[src/qbf_pkg.sv]
package qbf_pkg;

  localparam int IndexBits = 16;

  // shared shift-add multiplier: A operand, left-aligned B operand, product
  localparam int MulAW   = 86;
  localparam int MulBW   = 64;
  localparam int MulPW   = 118;
  localparam int MulCntW = 7;

  localparam logic [MulCntW-1:0] MulSteps32 = MulCntW'(32);
  localparam logic [MulCntW-1:0] MulSteps34 = MulCntW'(34);

  localparam logic [5:0] SqrtSteps = 6'd34;
  localparam logic [5:0] DivSteps  = 6'd47;

  localparam logic [46:0] Max47 = '1;
  localparam logic [62:0] Max63 = '1;

  typedef struct packed {
    logic signed [31:0] pos_a_x;
    logic signed [31:0] pos_a_y;
    logic signed [31:0] pos_a_z;
    logic signed [31:0] pos_b_x;
    logic signed [31:0] pos_b_y;
    logic signed [31:0] pos_b_z;
    logic [30:0]        rest_length;
    logic [31:0]        stiffness;
    logic [15:0]        index_a;
    logic [15:0]        index_b;
    logic               last_bond;
  } in_t;

  typedef struct packed {
    logic [15:0]        out_index_a;
    logic [15:0]        out_index_b;
    logic signed [47:0] force_x;
    logic signed [47:0] force_y;
    logic signed [47:0] force_z;
    logic [46:0]        bond_energy;
    logic [62:0]        energy_total;
    logic               last;
  } out_t;

  typedef struct packed {
    logic               start;
    logic [MulCntW-1:0] steps;
  } mul_cmd_t;

  typedef enum logic [2:0] {
    S_IDLE,
    S_MUL,
    S_MUL_W,
    S_SQRT,
    S_FORCE,
    S_DIV,
    S_OUT
  } state_e;

  typedef enum logic [2:0] {
    OP_SQ,
    OP_M2,
    OP_M3,
    OP_M4,
    OP_EN,
    OP_KM3,
    OP_F
  } op_e;

endpackage

[src/qbf_mul.sv]
module qbf_mul (
  input  logic                       clk_i,
  input  logic                       rst_ni,
  input  qbf_pkg::mul_cmd_t          cmd_i,
  input  logic [qbf_pkg::MulAW-1:0]  a_i,
  input  logic [qbf_pkg::MulBW-1:0]  b_i,
  output logic                       done_o,
  output logic [qbf_pkg::MulPW-1:0]  prod_o
);

  logic                          busy_q;
  logic                          done_q;
  logic [qbf_pkg::MulCntW-1:0]   cnt_q;
  logic [qbf_pkg::MulAW-1:0]     a_q;
  logic [qbf_pkg::MulBW-1:0]     b_q;
  logic [qbf_pkg::MulPW-1:0]     acc_q;

  always_ff @(posedge clk_i or negedge rst_ni) begin
    if (!rst_ni) begin
      busy_q <= 1'b0;
      done_q <= 1'b0;
      cnt_q  <= '0;
    end else begin
      done_q <= 1'b0;
      if (cmd_i.start) begin
        busy_q <= 1'b1;
        cnt_q  <= cmd_i.steps;
      end else if (busy_q) begin
        cnt_q <= cnt_q - qbf_pkg::MulCntW'(1);
        if (cnt_q == qbf_pkg::MulCntW'(1)) begin
          busy_q <= 1'b0;
          done_q <= 1'b1;
        end
      end
    end
  end

  // MSB-first: one multiplier bit per cycle
  always_ff @(posedge clk_i) begin
    if (cmd_i.start) begin
      a_q   <= a_i;
      b_q   <= b_i;
      acc_q <= '0;
    end else if (busy_q) begin
      acc_q <= {acc_q[qbf_pkg::MulPW-2:0], 1'b0}
             + (b_q[qbf_pkg::MulBW-1] ? qbf_pkg::MulPW'(a_q) : '0);
      b_q   <= {b_q[qbf_pkg::MulBW-2:0], 1'b0};
    end
  end

  assign done_o = done_q;
  assign prod_o = acc_q;

endmodule

[src/quartic_bond_force.sv]
// Quartic bond force unit.
// Input channel (in_valid_i / in_stall_o / in_data_i): one bond per word, taken
// when valid is high and stall is low. Output channel (out_valid_o /
// out_stall_i / out_data_o): one result word per bond, in order.
// From acceptance until its result is loaded into the output register, a bond
// goes through eleven products on one bit-serial multiplier, a square root and,
// per force component, a setup state, a product and a divide.
// A saturated force skips its divide, coincident particles skip all three.
// in_stall_o stays high from acceptance until the result is moved into the
// output register, so only one bond is in progress at a time; a new bond
// is taken while that result still waits on a stalled receiver. A stalled
// result holds unchanged; if the previous result is still stalled when the
// next one is done, the unit waits before loading it.
// The running energy sum includes every bond since the last word flagged
// last_bond and clears after that word. Reset (rst_ni low) clears the sum,
// drops out_valid_o and returns to idle; there is no clearing pass.
module quartic_bond_force #(
  parameter int INDEX_BITS = qbf_pkg::IndexBits
) (
  input  logic          clk_i,
  input  logic          rst_ni,
  input  logic          in_valid_i,
  output logic          in_stall_o,
  input  qbf_pkg::in_t  in_data_i,
  output logic          out_valid_o,
  input  logic          out_stall_i,
  output qbf_pkg::out_t out_data_o
);

  localparam logic [15:0] IdxMask =
    (INDEX_BITS >= 16) ? 16'hFFFF : 16'((32'd1 << INDEX_BITS) - 32'd1);

  qbf_pkg::state_e state_q, state_d;
  qbf_pkg::op_e    op_q, op_d;
  logic [5:0]      cnt_q;
  logic [1:0]      c_q;

  qbf_pkg::in_t    in_q;
  logic [31:0]     ad_q [3];
  logic [2:0]      dneg_q;
  logic [67:0]     src_q;
  logic [48:0]     rem_q;
  logic [33:0]     root_q;
  logic [46:0]     quo_q;
  logic [33:0]     r_q;
  logic [43:0]     m2_q;
  logic [53:0]     m3_q;
  logic [63:0]     m4_q;
  logic [85:0]     km3_q;
  logic [46:0]     energy_q;
  logic [62:0]     total_q;
  logic [47:0]     force_q [3];
  logic [62:0]     acc_q;
  qbf_pkg::out_t   out_q;
  logic            out_valid_q;

  logic [31:0]     pa [3];
  logic [31:0]     pb [3];
  logic [32:0]     dw [3];
  logic [31:0]     adw [3];

  qbf_pkg::mul_cmd_t           mul_cmd;
  logic [qbf_pkg::MulAW-1:0]   mul_a;
  logic [qbf_pkg::MulBW-1:0]   mul_b;
  logic                        mul_done;
  logic [qbf_pkg::MulPW-1:0]   mul_prod;

  logic [34:0]     drw;
  logic [33:0]     m_w;
  logic [37:0]     sq_t;
  logic [37:0]     sq_trial;
  logic            sq_ge;
  logic [48:0]     dv_t;
  logic [48:0]     dv_d;
  logic            dv_ge;
  logic            f_sat;
  logic            f_neg;
  logic            last_c;
  logic            can_load;
  logic [46:0]     en_w;
  logic [63:0]     tot_w;
  logic [46:0]     q_fin;

  assign pa[0] = in_data_i.pos_a_x;
  assign pa[1] = in_data_i.pos_a_y;
  assign pa[2] = in_data_i.pos_a_z;
  assign pb[0] = in_data_i.pos_b_x;
  assign pb[1] = in_data_i.pos_b_y;
  assign pb[2] = in_data_i.pos_b_z;

  always_comb begin
    for (int i = 0; i < 3; i++) begin
      dw[i]  = {pa[i][31], pa[i]} - {pb[i][31], pb[i]};
      adw[i] = dw[i][32] ? 32'(-dw[i]) : dw[i][31:0];
    end
  end

  assign drw = {1'b0, r_q} - {4'b0, in_q.rest_length};
  assign m_w = drw[34] ? 34'(-drw) : drw[33:0];

  // square root: two radicand bits per cycle
  assign sq_t     = {rem_q[35:0], src_q[67:66]};
  assign sq_trial = {2'b0, root_q, 2'b01};
  assign sq_ge    = sq_t >= sq_trial;

  // restoring divide by r * 2^14: one quotient bit per cycle
  assign dv_t  = {rem_q[47:0], src_q[67]};
  assign dv_d  = {1'b0, r_q, 14'b0};
  assign dv_ge = dv_t >= dv_d;
  assign q_fin = {quo_q[45:0], dv_ge};

  // quotient reaches 2^47 exactly when the dividend reaches r * 2^61
  assign f_sat  = mul_prod >= {23'b0, r_q, 61'b0};
  assign f_neg  = dneg_q[c_q] != drw[34];
  assign last_c = c_q == 2'd2;

  assign en_w  = (|mul_prod[95:63]) ? qbf_pkg::Max47 : mul_prod[62:16];
  assign tot_w = {1'b0, acc_q} + {17'b0, en_w};

  assign can_load = !out_valid_q || !out_stall_i;

  function automatic logic [47:0] signed_force(logic [46:0] mag, logic neg);
    logic [47:0] v;
    v = {1'b0, mag};
    return neg ? 48'(-v) : v;
  endfunction

  always_comb begin
    mul_cmd.start = state_q == qbf_pkg::S_MUL;
    mul_cmd.steps = qbf_pkg::MulSteps32;
    mul_a         = '0;
    mul_b         = '0;
    unique case (op_q)
      qbf_pkg::OP_SQ: begin
        mul_a = qbf_pkg::MulAW'(ad_q[c_q]);
        mul_b = {ad_q[c_q], 32'b0};
      end
      qbf_pkg::OP_M2: begin
        mul_a         = qbf_pkg::MulAW'(m_w);
        mul_b         = {m_w, 30'b0};
        mul_cmd.steps = qbf_pkg::MulSteps34;
      end
      qbf_pkg::OP_M3: begin
        mul_a         = qbf_pkg::MulAW'(m2_q);
        mul_b         = {m_w, 30'b0};
        mul_cmd.steps = qbf_pkg::MulSteps34;
      end
      qbf_pkg::OP_M4: begin
        mul_a         = qbf_pkg::MulAW'(m3_q);
        mul_b         = {m_w, 30'b0};
        mul_cmd.steps = qbf_pkg::MulSteps34;
      end
      qbf_pkg::OP_EN: begin
        mul_a = qbf_pkg::MulAW'(m4_q);
        mul_b = {in_q.stiffness, 32'b0};
      end
      qbf_pkg::OP_KM3: begin
        mul_a = qbf_pkg::MulAW'(m3_q);
        mul_b = {in_q.stiffness, 32'b0};
      end
      qbf_pkg::OP_F: begin
        mul_a = km3_q;
        mul_b = {ad_q[c_q], 32'b0};
      end
      default: begin
        mul_a = '0;
      end
    endcase
  end

  qbf_mul u_mul (
    .clk_i  (clk_i),
    .rst_ni (rst_ni),
    .cmd_i  (mul_cmd),
    .a_i    (mul_a),
    .b_i    (mul_b),
    .done_o (mul_done),
    .prod_o (mul_prod)
  );

  always_comb begin
    state_d = state_q;
    op_d    = op_q;
    unique case (state_q)
      qbf_pkg::S_IDLE: begin
        if (in_valid_i) begin
          state_d = qbf_pkg::S_MUL;
          op_d    = qbf_pkg::OP_SQ;
        end
      end
      qbf_pkg::S_MUL: begin
        state_d = qbf_pkg::S_MUL_W;
      end
      qbf_pkg::S_MUL_W: begin
        if (mul_done) begin
          unique case (op_q)
            qbf_pkg::OP_SQ:  state_d = last_c ? qbf_pkg::S_SQRT : qbf_pkg::S_MUL;
            qbf_pkg::OP_M2: begin
              state_d = qbf_pkg::S_MUL;
              op_d    = qbf_pkg::OP_M3;
            end
            qbf_pkg::OP_M3: begin
              state_d = qbf_pkg::S_MUL;
              op_d    = qbf_pkg::OP_M4;
            end
            qbf_pkg::OP_M4: begin
              state_d = qbf_pkg::S_MUL;
              op_d    = qbf_pkg::OP_EN;
            end
            qbf_pkg::OP_EN: begin
              state_d = qbf_pkg::S_MUL;
              op_d    = qbf_pkg::OP_KM3;
            end
            qbf_pkg::OP_KM3: state_d = qbf_pkg::S_FORCE;
            qbf_pkg::OP_F: begin
              if (!f_sat) state_d = qbf_pkg::S_DIV;
              else        state_d = last_c ? qbf_pkg::S_OUT : qbf_pkg::S_FORCE;
            end
            default: state_d = qbf_pkg::S_IDLE;
          endcase
        end
      end
      qbf_pkg::S_SQRT: begin
        if (cnt_q == 6'd1) begin
          state_d = qbf_pkg::S_MUL;
          op_d    = qbf_pkg::OP_M2;
        end
      end
      qbf_pkg::S_FORCE: begin
        // coincident particles: no force, skip the divide
        if (r_q == '0) begin
          state_d = last_c ? qbf_pkg::S_OUT : qbf_pkg::S_FORCE;
        end else begin
          state_d = qbf_pkg::S_MUL;
          op_d    = qbf_pkg::OP_F;
        end
      end
      qbf_pkg::S_DIV: begin
        if (cnt_q == 6'd1) state_d = last_c ? qbf_pkg::S_OUT : qbf_pkg::S_FORCE;
      end
      qbf_pkg::S_OUT: begin
        if (can_load) state_d = qbf_pkg::S_IDLE;
      end
      default: state_d = qbf_pkg::S_IDLE;
    endcase
  end

  always_ff @(posedge clk_i or negedge rst_ni) begin
    if (!rst_ni) begin
      state_q     <= qbf_pkg::S_IDLE;
      op_q        <= qbf_pkg::OP_SQ;
      cnt_q       <= '0;
      c_q         <= '0;
      acc_q       <= '0;
      out_valid_q <= 1'b0;
    end else begin
      state_q <= state_d;
      op_q    <= op_d;
      case (state_q)
        qbf_pkg::S_IDLE: c_q <= '0;
        qbf_pkg::S_MUL_W: begin
          if (mul_done) begin
            if (op_q == qbf_pkg::OP_SQ) begin
              c_q   <= last_c ? 2'd0 : c_q + 2'd1;
              cnt_q <= qbf_pkg::SqrtSteps;
            end else if (op_q == qbf_pkg::OP_KM3) begin
              c_q <= '0;
            end else if (op_q == qbf_pkg::OP_F) begin
              cnt_q <= qbf_pkg::DivSteps;
              if (f_sat) c_q <= c_q + 2'd1;
            end
          end
        end
        qbf_pkg::S_SQRT: cnt_q <= cnt_q - 6'd1;
        qbf_pkg::S_FORCE: begin
          if (r_q == '0) c_q <= c_q + 2'd1;
        end
        qbf_pkg::S_DIV: begin
          cnt_q <= cnt_q - 6'd1;
          if (cnt_q == 6'd1) c_q <= c_q + 2'd1;
        end
        default: c_q <= c_q;
      endcase
      if (state_q == qbf_pkg::S_OUT && can_load) begin
        out_valid_q <= 1'b1;
        acc_q       <= in_q.last_bond ? '0 : total_q;
      end else if (!out_stall_i) begin
        out_valid_q <= 1'b0;
      end
    end
  end

  always_ff @(posedge clk_i) begin
    case (state_q)
      qbf_pkg::S_IDLE: begin
        if (in_valid_i) begin
          in_q  <= in_data_i;
          src_q <= '0;
          for (int i = 0; i < 3; i++) begin
            ad_q[i]   <= adw[i];
            dneg_q[i] <= dw[i][32];
          end
        end
      end
      qbf_pkg::S_MUL_W: begin
        if (mul_done) begin
          unique case (op_q)
            qbf_pkg::OP_SQ: begin
              src_q  <= src_q + mul_prod[67:0];
              rem_q  <= '0;
              root_q <= '0;
            end
            qbf_pkg::OP_M2:  m2_q  <= mul_prod[67:24];
            qbf_pkg::OP_M3:  m3_q  <= mul_prod[77:24];
            qbf_pkg::OP_M4:  m4_q  <= mul_prod[87:24];
            qbf_pkg::OP_EN: begin
              energy_q <= en_w;
              total_q  <= tot_w[63] ? qbf_pkg::Max63 : tot_w[62:0];
            end
            qbf_pkg::OP_KM3: km3_q <= mul_prod[85:0];
            qbf_pkg::OP_F: begin
              if (f_sat) begin
                force_q[c_q] <= signed_force(qbf_pkg::Max47, f_neg);
              end else begin
                rem_q <= {1'b0, mul_prod[94:47]};
                src_q <= {mul_prod[46:0], 21'b0};
                quo_q <= '0;
              end
            end
            default: src_q <= src_q;
          endcase
        end
      end
      qbf_pkg::S_SQRT: begin
        rem_q  <= {11'b0, sq_ge ? 38'(sq_t - sq_trial) : sq_t};
        root_q <= {root_q[32:0], sq_ge};
        src_q  <= {src_q[65:0], 2'b0};
        if (cnt_q == 6'd1) r_q <= {root_q[32:0], sq_ge};
      end
      qbf_pkg::S_FORCE: begin
        if (r_q == '0) force_q[c_q] <= '0;
      end
      qbf_pkg::S_DIV: begin
        rem_q <= dv_ge ? dv_t - dv_d : dv_t;
        src_q <= {src_q[66:0], 1'b0};
        quo_q <= q_fin;
        if (cnt_q == 6'd1) force_q[c_q] <= signed_force(q_fin, f_neg);
      end
      qbf_pkg::S_OUT: begin
        if (can_load) begin
          out_q.out_index_a  <= in_q.index_a & IdxMask;
          out_q.out_index_b  <= in_q.index_b & IdxMask;
          out_q.force_x      <= force_q[0];
          out_q.force_y      <= force_q[1];
          out_q.force_z      <= force_q[2];
          out_q.bond_energy  <= energy_q;
          out_q.energy_total <= total_q;
          out_q.last         <= in_q.last_bond;
        end
      end
      default: src_q <= src_q;
    endcase
  end

  assign in_stall_o  = state_q != qbf_pkg::S_IDLE;
  assign out_valid_o = out_valid_q;
  assign out_data_o  = out_q;

endmodule

[config.mk]
export PLATFORM = sky130hd
export DESIGN_NAME = quartic_bond_force
export DESIGN_NICKNAME = d
export VERILOG_FILES = /design/src/qbf_pkg.sv /design/src/qbf_mul.sv /design/src/quartic_bond_force.sv
export SDC_FILE = /design/constraint.sdc
export NUM_CORES = 2
export LEC_CHECK = 0
export BUFFER_PORTS_ARGS = -buffer_cell sky130_fd_sc_hd__buf_4
export CAP_MARGIN = 5
export CORE_ASPECT_RATIO = 1.25
export CORE_MARGIN = 2
export CORE_UTILIZATION = 45
export CTS_CLUSTER_DIAMETER = 200
export CTS_CLUSTER_SIZE = 24
export DETAILED_ROUTE_END_ITERATION = 12
export PLACE_DENSITY_LB_ADDON = 0.25
export SLEW_MARGIN = 10
export SYNTH_ARGS = -nofsm -noshare
export SYNTH_HDL_FRONTEND = slang
export SYNTH_SLANG_ARGS = --single-unit
export TNS_END_PERCENT = 10
[constraint.sdc]
create_clock -name clk_i -period 15.4 [get_ports clk_i]
set_clock_uncertainty 0.15 [all_clocks]
set_input_delay 2.31 -clock clk_i [delete_from_list [all_inputs] [get_ports clk_i]]
set_output_delay 2.31 -clock clk_i [all_outputs]
set_load 0.02 [all_outputs]
Word-level counts from Yosys, hierarchy flattened
Memory sizes are Yosys's and may differ from the RTL's. A register that Yosys moved wholly into a read port is not among the register bits.
Cells that the tools add are included.
- register bits after elaboration: 1185
- bits in writable memories: 240
- output and inout bits: 289
- logic and storage cells: 221
- memories kept: 2
- memories (name ; depth ; bits a word ; read ports ; clocked after Yosys merged registers in ; write ports ; line ; text):
    force_q ; 3 ; 48 ; 3 ; 3 ; 1 ; quartic_bond_force.sv:52 ; logic [47:0] force_q [3];
    ad_q ; 3 ; 32 ; 1 ; 0 ; 3 ; quartic_bond_force.sv:39 ; logic [31:0] ad_q [3];
- add/subtract/negate cells: 17
- magnitude comparators: 4
- equal/unequal tests: 33
- mux-type cells: 90
- bitwise logic cells: 2
- reductions and logical operators: 39
- operator list (operator ; count):
    $pmux W86 S6 ; 1
    $mux W48 ; 7
    $pmux W68 S4 ; 1
    $mux W68 ; 3
    $pmux W64 S3 ; 1
    $pmux W48 S3 ; 1
    $mux W46 ; 3
    $pmux W68 S2 ; 1
    $mux W64 ; 2
    $add A118 B118 Y118 ; 1
    $ge A118 B95 Y1 ; 1
    $mux W34 ; 3
    $sub A32 B32 Y33 ; 3
    $mux W32 ; 3
    $neg A32 Y32 ; 3
    $pmux W48 S2 ; 1
    $pmux W46 S2 ; 1
    $mux W86 ; 1
    $add A68 B68 Y68 ; 1
    $pmux W34 S2 ; 1
    $add A63 B47 Y64 ; 1
    $mux W63 ; 1
    $ge A49 B48 Y1 ; 1
    $neg A47 Y48 ; 1
    other kinds (51) ; 142

Logic depth before layout (Yosys ltp)
- depth in word-level cells: 8
- gate-level depth with buffers: 22

Hierarchy
Synthesis repeated with hierarchy kept, for this count alone.
- cells, all modules: 8288
- area, all modules: 88352.2 um^2
- modules (own cells, without submodules) (module ; instances ; cells each ; area an instance (um^2)):
    quartic_bond_force ; 1 ; 6521 ; 71707.5
    qbf_mul ; 1 ; 1767 ; 16644.7

Worst setup path after synthesis
No wires, ideal clock.
- kind: input to register
- start: input in_valid_i
- end: memory ad_q[0][0] (enable)
- library setup time: 0.754 ns
- data arrival time: 10.360 ns
- slack: 4.136 ns
- stages: 2
- path buffers: 0
- cell sequence: inv_1 > nor2_1
- RTL lines (element ; line ; text):
    start, declared ; quartic_bond_force.sv:22 ; input logic in_valid_i,
    end, declared ; quartic_bond_force.sv:39 ;

Worst setup path after layout
- start: register u_mul.acc_q (netlist bit u_mul.prod_o[91])
- end: register total_q[8], data pin
- cells in the longest elaborated chain, start to end: 3
- RTL lines (element ; line ; text):
    start, declared ; qbf_mul.sv:16 ; logic [qbf_pkg::MulPW-1:0] acc_q;
    start signal, assigned ; qbf_mul.sv:45 ; acc_q <= {acc_q[qbf_pkg::MulPW-2:0], 1'b0}
    $reduce_or A33 Y1 ; quartic_bond_force.sv:117 ; assign en_w = (|mul_prod[95:63]) ? qbf_pkg::Max47 : mul_prod[62:16];
    $mux W47 ; quartic_bond_force.sv:117 ;
    via en_w[1] ; quartic_bond_force.sv:80 ; logic [46:0] en_w;
    $add A63 B47 Y64 ; quartic_bond_force.sv:118 ; assign tot_w = {1'b0, acc_q} + {17'b0, en_w};
    end signal, assigned ; quartic_bond_force.sv:318 ; total_q <= tot_w[63] ? qbf_pkg::Max63 : tot_w[62:0];
    end, declared ; quartic_bond_force.sv:51 ; logic [62:0] total_q;
The timed path passes the listed nets, and every way through them passes these cells.
A chain may end at the register's enable or synchronous reset.

==> qor.txt <==
Status - completed
Final ANT Viol Nets - 0
WP data required - 15.70 ns
Crit path capture type - flip-flop
# nets final - 9031
Clock Tree Root - clkbuf_16
Clock power frac - 31.6%
Starting Density - 45.3%
Gate power share - 6.8%
Yosys cell types - 99
P_sw - 1.64 mW
Most frequent cells in the layout - edfxtp_1, buf_4, nand2_1
#FFs+latches synth - 1539
DRT Wirelength - 254 mm
Post-synthesis cell count - 7881
DRT Pass-1 Iters - 9
Final setup fails - 0
Post-Synth Adder-Cell Area - 6.72%
IO Pins - 581
Post-cts hold buffer count - 0
Hold crit path type - reg -> reg
Post-synth ARST share - 5.65%
Uppermost layer routed - met5
Gpl congestion - 0.972
Longest Clk Path Bufs - 3
Die ar. - 0.193 sq mm
Cts repair resizes - 0
Worst Setup Start Kind - flip-flop
Setup CP Type - reg -> reg
Reg clk slew, reported paths - 0.10 ns
Global Route Usage Sum - 25.6%
XOR/XNOR Fraction of Synth Area - 5.53%
Measured slew at the worst slew-check pin - 1.11 ns
Crit path time final - 6.37 ns
Htree depth - 3
Worst VDD drop - 0.0000713 V
Fraction of power consumed by sequential logic - 61.6%
Vias in the first global route - 62200
Total internal power - 5.66 mW
Detailed placement HPWL - 187 mm
Fin. max-slew vios - 0
Post-Syn Area - 0.0851 sq mm
Post-route DRC - 0
Pwr dens - 77.2 mW/mm^2
Final Cycle Share - 41.4%
Register area share after synthesis - 52.4%
Mapped Nets - 8625
Routed metal-1 wirelength - 102 mm
Routed wl met2 - 121 mm
Number of synthesis warnings - 0
Maximum number of pins on one net before global-route repair - 91
RSZ-0062 raised after global routing - no
Compound-Gate Fraction of Synth Area - 17.2%
Synth Area in Simple Gates - 12.6%
Worst-path maximum fanout - 33
FP Rows - 178
Syn avg cell area - 10.8 sq um
Area Overhead vs Synth - 11.1%
Vias - 63900
Util after Layout - 50.3%
Sink Count - 1539
Routed len/inst - 23.3 microns
FMAX - 157 MHz
Sum Neg Setup Slack - 0 ns
Max-slew headroom - 26.0%
WP data arrival - 6.67 ns
Die height - 490 microns
PortBufs - 580
Clk_lat worst skew - 0.76 ns
Metal3 WL - 17.0 mm
EDFF count, synth - 1334
Share of cells above drive strength 1 - 10.7%
Pleak - 37.8 nW
Drt first-iter violations - 5549
First-pass GRT wire length - 380 mm
Postcts setup bufs - 0
Multiplexer share of the synthesized area - 2.42%
TritonCTS clock tree - built
Max-cap violations - 0
Most used DFF post-synth - edfxtp_1
Cts bufs inserted - 74
Initial antenna violation count - 25
Switching Share - 22.4%
GR Overflow Total - 0
Main combinational cell family by area after synthesis - compound AO/OA/AOI/OAI gates
Fillers - 17100
Commonest non-fill, non-tap cell in the layout - edfxtp_1
Die width - 393 microns
CORE AREA - 0.188 sq mm
Final hold vios - 0
DR vias/cell - 5.87
-- power by group through the flow --
stage	Combinational [mW]	Sequential, mW	Clock (mW)
floorplan	0.337	4.59	0
global placement	0.485	4.59	0
detailed placement	0.493	4.59	0
CTS	0.495	4.49	2.38
global route	0.548	4.49	2.50
finish	0.498	4.49	2.31
-- routing by layer --
| metal | global-route usage (%) | vias up |
|---|---|---|
| met5 | 0 | - |
| met4 | 12.0 | 32 |
| met3 | 3.89 | 469 |
| met2 | 42.9 | 2284 |
| met1 | 32.4 | 30900 |
| li1 | - | 30200 |
-- kinds of logic after synthesis --
group | after synthesis
fa+ha+maj | 452
mux | 203
xor+xnor | 536
compound gates | 2268
flops | 1539
simple gates | 2169
buf+inv | 714
-- worst max-delay path, stage by stage (launching register included) --
cell,delay [ns]
dfxtp_1,0.40
nor4_1,0.58
nand4_1,0.18
nor3_2,0.19
buf_4,0.36
nand2b_1,0.20
ha_1,0.31
a21o_1,0.15
a21o_1,0.19
a21oi_1,0.22
o211a_1,0.32
o21ai_0,0.27
a311oi_1,0.51
a21oi_1,0.24
a21oi_1,0.25
o21ai_0,0.25
or3b_2,0.63
buf_4,0.48
o21ai_0,0.14
-- path summary, 6_finish.rpt --
kind | start | to | slack, ns | depth (start not counted)
worst max-delay path | u_mul.prod_o[91] | total_q[8] | 9.03 | 18
worst min-delay path | in_q[11] | out_data_o[265] | 0.25 | 0
worst max register to register | u_mul.prod_o[91] | total_q[8] | 9.03 | 18
worst min register to register | in_q[11] | out_data_o[265] | 0.25 | 0
max in group asynchronous | rst_ni | u_mul.busy_q | 12.35 | 2
min in group asynchronous | rst_ni | acc_q[0] | 1.37 | 1
-- state kept, by name, indices dropped and copies added, names as in the netlist, 46 cells and up --
name / flops
acc_q: 63
rem_q: 48
quo_q: 46
m4_q: 64
km3_q: 86
u_mul.a_q: 86
total_q: 63
energy_q: 47
in_q: 96
m3_q: 54
force_q: 144
src_q: 68
ad_q: 96
u_mul.prod_o: 118
out_data_o: 287
-- layout make-up --
type,instances,area (sq um),area share [%]
inverter,355,1350,1.42
clock inverter,7,151,0.160
timing repair buffer,689,5170,5.47
multi-input combinational,5628,38000,40.2
sequential,1539,44600,47.2
clock buffer,131,2090,2.21
antenna,5,12.5,0.0132
tap,2520,3150,3.34
-- stage by stage --
stage | setup WS [ns] | instances | instance area [sq um] | hold WS, ns | total power, mW
5_1_grt | 8.60 | 10900 | 94500 | 0.262 | 7.54
3_5_place_dp | 8.58 | 10700 | 92200 | 0.255 | 5.08
4_1_cts | 8.92 | 10900 | 94500 | 0.253 | 7.36
2_1_floorplan | 4.14 | 7881 | 85100 | 0.250 | 4.92
3_3_place_gp | 8.69 | 10700 | 92200 | 0.250 | 5.07
6_report | 9.03 | 10900 | 94500 | 0.254 | 7.30
-- cells in the mapped netlist, drive strengths merged, types with 22 or more instances --
cell | number | area, sq um
or2 | 25 | 156
a211oi | 51 | 383
nor4 | 64 | 419
nor2 | 529 | 2000
xor2 | 243 | 2130
inv | 353 | 1330
a31oi | 79 | 509
o221ai | 56 | 490
dfxtp | 118 | 2360
nand3b | 22 | 165
a22oi | 115 | 863
a222oi | 52 | 521
edfxtp | 1334 | 40100
a21oi | 554 | 2790
nand4 | 90 | 563
or3 | 38 | 248
o21bai | 54 | 405
nor2b | 61 | 382
nand2 | 610 | 2290
nand2b | 169 | 1060
a221oi | 27 | 236
xnor2 | 293 | 2570
mux2i | 194 | 1950
o21a | 67 | 503
o211ai | 36 | 275
o21ai | 614 | 3080
dfrtp | 87 | 2180
clkbuf | 322 | 1210
o22ai | 29 | 181
nand3 | 116 | 581
and2 | 140 | 876
o31ai | 57 | 438
ha | 444 | 5560
nor3 | 109 | 546
a21o | 252 | 1890
buf | 37 | 154
and3 | 122 | 763
a22o | 30 | 263
Note: power is estimated with default switching activity, not from simulation.
